$ cat src/sv/fir128_pkg.sv
// ----------------------------------------------------------------------------
// fir128_pkg
// Shared types and constants for the 128-tap direct-form FIR filter.
// ----------------------------------------------------------------------------
package fir128_pkg;

    localparam int SAMPLE_W  = 32;
    localparam int COEF_IN_W = 16;
    localparam int INDEX_W   = 7;

    localparam logic OP_FILTER = 1'b0;
    localparam logic OP_COEF   = 1'b1;

    typedef enum logic [2:0] {
        ST_CLEAR,
        ST_IDLE,
        ST_RUN,
        ST_WAIT,
        ST_HOLD
    } t_state;

    // tag that travels with each tap read through the MAC pipeline
    typedef struct packed {
        logic vld;
        logic first;
        logic last;
    } t_mac_ctl;

endpackage

$ cat src/sv/fir128_mac.sv
// ----------------------------------------------------------------------------
// fir128_mac
// Multiply-accumulate pipeline: product register, then wrapping accumulator.
// ----------------------------------------------------------------------------
module fir128_mac
    import fir128_pkg::*;
#(
    parameter int COEF_WIDTH = 16
) (
    input  logic                         i_clk,
    input  logic                         i_rst_n,
    input  t_mac_ctl                     i_ctl,
    input  logic [SAMPLE_W-1:0]          i_sample,
    input  logic signed [COEF_WIDTH-1:0] i_coef,
    output logic                         o_res_vld,
    output logic [SAMPLE_W-1:0]          o_result
);

    t_mac_ctl            r_c1;
    t_mac_ctl            r_c2;
    logic [SAMPLE_W-1:0] r_prod;
    logic [SAMPLE_W-1:0] r_acc;
    logic                r_res_vld;
    logic [SAMPLE_W-1:0] coef_ext;
    logic [SAMPLE_W-1:0] prod;

    assign coef_ext = SAMPLE_W'(i_coef);
    // low word of the product is the same for signed and unsigned operands
    assign prod     = i_sample * coef_ext;

    always_ff @(posedge i_clk) begin
        if (!i_rst_n) begin
            r_c1      <= '0;
            r_c2      <= '0;
            r_res_vld <= 1'b0;
        end else begin
            r_c1      <= i_ctl;
            r_c2      <= r_c1;
            r_res_vld <= r_c2.vld && r_c2.last;
        end
    end

    always_ff @(posedge i_clk) begin
        r_prod <= prod;
        if (r_c2.vld) begin
            r_acc <= r_c2.first ? r_prod : r_acc + r_prod;
        end
    end

    assign o_res_vld = r_res_vld;
    assign o_result  = r_acc;

endmodule

$ cat config.mk
export PLATFORM = sky130hd
export DESIGN_NAME = fir128_mac
export DESIGN_NICKNAME = d
export VERILOG_FILES = /design/src/sv/fir128_pkg.sv /design/src/sv/fir128_mac.sv
export SDC_FILE = /design/constraint.sdc
export NUM_CORES = 1
export LEC_CHECK = 0
export BUFFER_PORTS_ARGS = -buffer_cell sky130_fd_sc_hd__buf_2
export CAP_MARGIN = 10
export CORE_UTILIZATION = 55
export DETAILED_ROUTE_END_ITERATION = 8
export PLACE_DENSITY_LB_ADDON = 0.08
export SLEW_MARGIN = 20
export SYNTH_ARGS = -nofsm -noshare
export SYNTH_HDL_FRONTEND = slang
export SYNTH_SLANG_ARGS = --single-unit
$ cat constraint.sdc
create_clock -name i_clk -period 7 [get_ports i_clk]
set_input_delay 1.4 -clock i_clk [delete_from_list [all_inputs] [get_ports i_clk]]
set_output_delay 1.4 -clock i_clk [all_outputs]
set_load 0.02 [all_outputs]
==> flow_summary.yaml, run 1 <==
logic_synthesis:
  synth_edf_count: 32
  yosysWarnings: 0
  yosys.area_share.adder: 0.488
  async_flop_share: 0
  ys_seq_area_frac: 0.111
  syn_area_sq_um: 15700
  yosys.area.top_type_share: 0.389
  synthSimpleGateAreaFrac: 0.172
  syn_avg_cell_area_sq_um: 8.87
  yosys.cell_types.count: 66
  synth_compound_area_frac: 0.0750
  synth_xor_area_frac: 0.0391
  syn_nets: 2249
  synth_top_family_by_area: "adder cells"
  synthFlopType: "dfxtp_1"
  netlist_instances: 1768
  ys_ff_latch: 71
  muxShareOfSynthArea: 0.00200
  synth_area_leader_cell: "fa_1"
  yosys-top-cells-area: "fa_1 39%, ha_1 9.8%, inv_1 9.7%, and2_1 7.1%, edfxtp_1 6.1%"
clock_tree:
  cts.path.max_buffers: 2
  postCtsSetupRepairBufs: 0
  cts_resized: 0
  htree_num_levels: 3
  cts_tree: "done"
  cts_hold_buf: 0
  cts_sinks: 71
  cts_root_buf: "clkbuf_16"
  clk_latency_ns: 0.33
  worst_setup_hold_path_clk_slew_ns: 0.06
  cts_made_buffers: 9
setup_path:
  r2r_cells: 9
  crit_required_ns: 7.21
  r2r_slack_ns: 3.98
  crit_arrival_ns: 6.98
  cp_slowest_cell: "fa_1"
  path_max_fanout: 5
  cp.buffers_inverters: 5
  max_stage_delay_ns: 0.54
  regToRegEndpoint: "o_result[25]"
  path_class: "input port to flip-flop"
  cp-start-kind: "input port"
  cpMostUsedCell: "fa_1"
  critical_path.top_delay_family: "adder cells"
  cp_cell_sequence: "buf_2, and2_1, fa_1, inv_1, fa_1, fa_1, inv_1, fa_1, fa_1, inv_1, fa_1, inv_1, ha_1, a21o_1, a21o_1, a21oi_1, o221ai_1, a2111oi_0, nor3_1, a21oi_1, o21bai_1, xor2_1"
  reg2reg_from: "o_result[12]"
  setup.worst_path.end_class: "flip-flop"
detailed_routing:
  first_iter_violations: 649
  wl_per_cell_um: 16.7
  vias_per_cell: 5.20
  wirelength_um: 37700
  post-route-drc-count: 0
  ant_nets: 0
  vias: 11745
  drt_pass1_iterations: 5
sta:
  fin_skew_ns: 0.0106
  slew_viol_final: 0
  fin_hold_ws_ns: 0.433
  tightest_slew_ns: 0.659
  fmax_mhz: 148
  period_needed_ns: 6.77
  relSlewSlack: 0.561
  fin_crit_sh: 0.967
  finalSetupViolCount: 0
  hold_violations: 0
  rsz0062_at_grt: "false"
cells_and_area:
  fin_area_sq_um: 17300
  fin_util: 0.619
  antenna_cells: 0
  multi_input_area_sq_um: 12200
  stdcell_count: 2260
  fill_cells: 2576
  synthToLayoutAreaGrowth_pct: 10.2
  register_area_sq_um: 1740
  final_common_cell: "inv_1"
  final_net_count: 2358
  final_layout_size_suffix_gt1_frac: 0.105
  mostFrequentLayoutCells: "405 x inv_1, 305 x fa_1, 248 x nand2_1"
run:
  cap_violations: 0
placed_design:
  dp_cells: 2244
  dpl.hpwl_um: 31200
  placed_area_sq_um: 17000
  gp_congestion: 0.889
  io_buffers: 85
die:
  die_h_um: 171
  pin_count: 86
  start_util: 0.561
  die_w_um: 171
  rows: 61
  core_area_sq_um: 27900
  dieArea_sq_um: 29200
grt:
  antenna_found_initial: 0
  grt_pass1_vias: 12361
  gr-total-overflow: 0
  grt_busiest_layer: "met2"
  grt_use_met2: 0.466
  grt_max_degree: 72
  grt_pass1_wl_um: 62400
  grt_use_met3: 0.0412
  grt_use_met1: 0.379
  track_usage: 0.277
worst_hold_path:
  min_to: "r_c2[0]"
  hold_start: "r_c1[0]"
  hp-class: "flip-flop to flip-flop"
  holdPathStages: 1
run_status:
  status: "finished, final reports clean"
==> routing by layer <==
| layer | up-vias | routed length (um) |
|---|---|---|
| li1 | 5541 | - |
| met1 | 5821 | 17200 |
| met2 | 344 | 17600 |
| met3 | 39 | 2270 |
| met4 | 0 | 650 |
| met5 | - | 0 |
==> cell type report <==
| type | instances | share of cell area |
|---|---|---|
| clock inverters | 7 | 0.00413 |
| well taps | 378 | 0.0274 |
| clock buffers | 9 | 0.0130 |
| inverters | 405 | 0.0880 |
| repair buffers | 167 | 0.0631 |
| flip-flops and latches | 71 | 0.101 |
| multi-input cells | 1223 | 0.704 |
==> state kept, by name (all words and copies together), names as in the netlist <==
| register | flops |
|---|---|
| r_c2 | 3 |
| r_prod | 32 |
| o_result | 32 |
| r_c1 | 3 |
| o_res_vld | 1 |
==> worst reg2reg max path: cells and delay by family, from the launching register on <==
kind | cells | cell delay (ns)
DFF | 1 | 0.40
adders and majority gates | 1 | 0.37
and+or+nand+nor | 2 | 0.45
AOI/OAI and AO/OA | 6 | 1.54
==> synthesized netlist by cell type, types with 2 or more instances <==
library cell  count
nand4_1           4
xnor2_1          50
nand3_1           9
o21ai_0          25
nor4b_1           2
ha_1            123
buf_1             2
inv_1           405
nor2b_1           7
o31ai_1          10
o21ai_1          10
dfxtp_1          39
fa_1            305
o21ai_2           2
or2_1             3
nor3_1           14
a211oi_1          5
edfxtp_1         32
a21oi_1          46
a21boi_1          2
clkbuf_1         67
mux2i_1           2
nand2b_1          6
and3_1            8
nand2_1         248
and4_1            2
a31oi_1           2
nor3b_1           6
and2_1          178
o31a_1            2
a21o_1           18
a31o_1            2
or3_1             5
xor2_1           20
a21oi_2           3
o21bai_1          8
o311ai_1          3
nand3b_1          2
nor2_1           47
o211ai_1          6
a211o_1           2
o21a_1           12
==> through the flow <==
| stage | setup slack, ns | setup TNS (ns) |
|---|---|---|
| finish | 0.230 | 0 |
| global placement | -0.0407 | -0.0407 |
| CTS | 0.257 | 0 |
| global route | 0.0116 | 0 |
| floorplan | 0.0795 | 0 |
| detailed placement | -0.0512 | -0.0857 |
==> logic make-up (layout without fill, tap and decap cells) <==
family                     Yosys count  count (layout)
muxes                                3               3
adders and majority gates          428             428
and+or+nand+nor                    546             546
buffers and inverters              474             588
AOI/OAI and AO/OA                  176             176
DFF                                 71              71
xor gates and xnor gates            70              70
==> worst max-delay path by stage <==
stage | cells after the start | startpoint | to | slack, ns
after floorplan | 22 | i_coef[3] | r_prod[22] | 0.08
after global placement | 22 | i_coef[4] | r_prod[22] | -0.04
after detailed placement | 22 | i_coef[4] | r_prod[22] | -0.05
after CTS | 22 | i_coef[4] | r_prod[22] | 0.26
after global routing | 22 | i_coef[4] | r_prod[22] | 0.01
final | 22 | i_coef[4] | r_prod[22] | 0.23
Power of run 1 is left out: the tool's default activity adds up to more than one toggle a clock period on the data nets, which glitch-free logic cannot reach.
==> run 2: changes to the inputs <==
--- a/config.mk
+++ b/config.mk
@@ -7,6 +7,7 @@
 export LEC_CHECK = 0
 export BUFFER_PORTS_ARGS = -buffer_cell sky130_fd_sc_hd__buf_2
 export CAP_MARGIN = 10
+export CORE_ASPECT_RATIO = 1.5
 export CORE_UTILIZATION = 55
 export DETAILED_ROUTE_END_ITERATION = 8
 export PLACE_DENSITY_LB_ADDON = 0.08
==> run 2 against run 1 <==
- non-clock buffer count is 11 higher
- clock skew decreased by 0.0049 ns
- first-iteration DRC count did not move
- worst hold slack worse by 0.0019 ns
- via count up 2.0%
- fmax is 1.8% higher
- register-to-register slack worse by 0.03 ns
- core utilization about the same
- die area barely moved
==> flow_summary.yaml, run 2 (synthesis results as in run 1) <==
run_status:
  status: "finished, final reports clean"
die:
  die_h_um: 209
  core_area_sq_um: 28000
  start_util: 0.561
  die_w_um: 140
  dieArea_sq_um: 29200
  rows: 75
  pin_count: 86
run:
  cap_violations: 0
sta:
  rsz0062_at_grt: "false"
  fin_skew_ns: 0.00574
  fin_setup_tns_ns: 0
  fin_crit_sh: 0.950
  slew_viol_final: 0
  fmax_mhz: 150
  period_needed_ns: 6.65
  tightest_slew_ns: 0.703
  relSlewSlack: 0.532
  finalSetupViolCount: 0
  hold_violations: 0
clock_tree:
  clk_latency_ns: 0.34
  worst_setup_hold_path_clk_slew_ns: 0.06
  cts_hold_buf: 0
  cts.path.max_buffers: 2
  cts_made_buffers: 9
  cts_root_buf: "clkbuf_16"
  cts_tree: "done"
  cts_sinks: 71
  htree_num_levels: 3
grt:
  antenna_found_initial: 0
  grt_max_degree: 72
  grt_pass1_wl_um: 65000
  track_usage: 0.289
  gr-total-overflow: 0
  grt_pass1_vias: 13276
detailed_routing:
  post-route-drc-count: 0
  wirelength_um: 38900
  first_iter_violations: 649
  ant_nets: 0
  vias: 11976
  wl_per_cell_um: 17.4
  drt_pass1_iterations: 5
  vias_per_cell: 5.35
setup_path:
  path_class: "input port to flip-flop"
  max_stage_delay_ns: 0.54
  cp-start-kind: "input port"
  critical_path.top_delay_family: "adder cells"
  crit_arrival_ns: 6.92
  path_max_fanout: 12
  cp_slowest_cell: "fa_1"
  cp.buffers_inverters: 7
  cpMostUsedCell: "fa_1"
  cp_cell_sequence: "buf_2, buf_4, buf_4, and2_1, fa_1, inv_1, fa_1, fa_1, inv_1, fa_1, fa_1, inv_1, fa_1, inv_1, ha_1, a21o_1, a21o_1, a21oi_1, o21ai_0, a21oi_1, and3_1, o21bai_1, a21oi_1, xnor2_1"
  setup.worst_path.end_class: "flip-flop"
  crit_required_ns: 7.27
cells_and_area:
  antenna_cells: 0
  fin_area_sq_um: 17300
  synthToLayoutAreaGrowth_pct: 10.4
  final_common_cell: "inv_1"
  final_net_count: 2369
  fin_util: 0.619
  final_layout_size_suffix_gt1_frac: 0.111
  mostFrequentLayoutCells: "405 x inv_1, 305 x fa_1, 248 x nand2_1"
  stdcell_count: 2239
  multi_input_area_sq_um: 12200
  fill_cells: 2455
  register_area_sq_um: 1740
worst_hold_path:
  hp-class: "flip-flop to flip-flop"
placed_design:
  dpl.hpwl_um: 33700
  gp_congestion: 0.919
  io_buffers: 85
  placed_area_sq_um: 17000
  dp_cells: 2223
run 2: changes by cell type in the layout (fill, tap and decap cells not counted):
cell and change:
bufinv_16 +1, clkinv_2 +1, buf_12 -4, inv_4 -1
buf_4 +15, a2111oi_2 +1, clkinv_1 -1, a2111oi_0 -1
run 2: layer usage:
metal	wire length, um	part of all wire	up-vias	track usage
met5	0	0	-	0
met4	2140	0.055	0	0.153
met3	1290	0.033	117	0.0280
met2	21300	0.55	304	0.557
met1	14200	0.36	5980	0.306
li1	-	-	5575	-
run 2: final timing paths:
path	startpoint	end	slack, ns	depth (start not counted)
worst min register to register	r_c1[2]	r_c2[2]	0.43	1
worst max-delay path	i_coef[4]	r_prod[30]	0.35	24
worst max register to register	o_result[0]	o_result[24]	3.95	12
worst min-delay path	r_c1[2]	r_c2[2]	0.43	1
run 2: timing repair:
item,in CTS,in global routing
endpoints found under the setup margin,0,2
setup buffers,0,0
resized for setup,0,2
run 2: cell type report:
cell class | count | share of cell area
Clock buffer | 9 | 0.0130
Clock inverter | 7 | 0.00557
Inverter | 405 | 0.0878
Multi-Input combinational cell | 1223 | 0.703
Sequential cell | 71 | 0.101
Tap cell | 346 | 0.0250
Timing Repair Buffer | 178 | 0.0649
run 2: per-stage QoR:
step	hold slack (ns)	worst slack [ns]
2_1_floorplan	0.412	0.0795
3_3_place_gp	0.416	-0.0309
3_5_place_dp	0.419	-0.0387
4_1_cts	0.433	0.305
5_1_grt	0.442	0.0444
6_report	0.431	0.351
Power of run 2 is left out for the same reason.
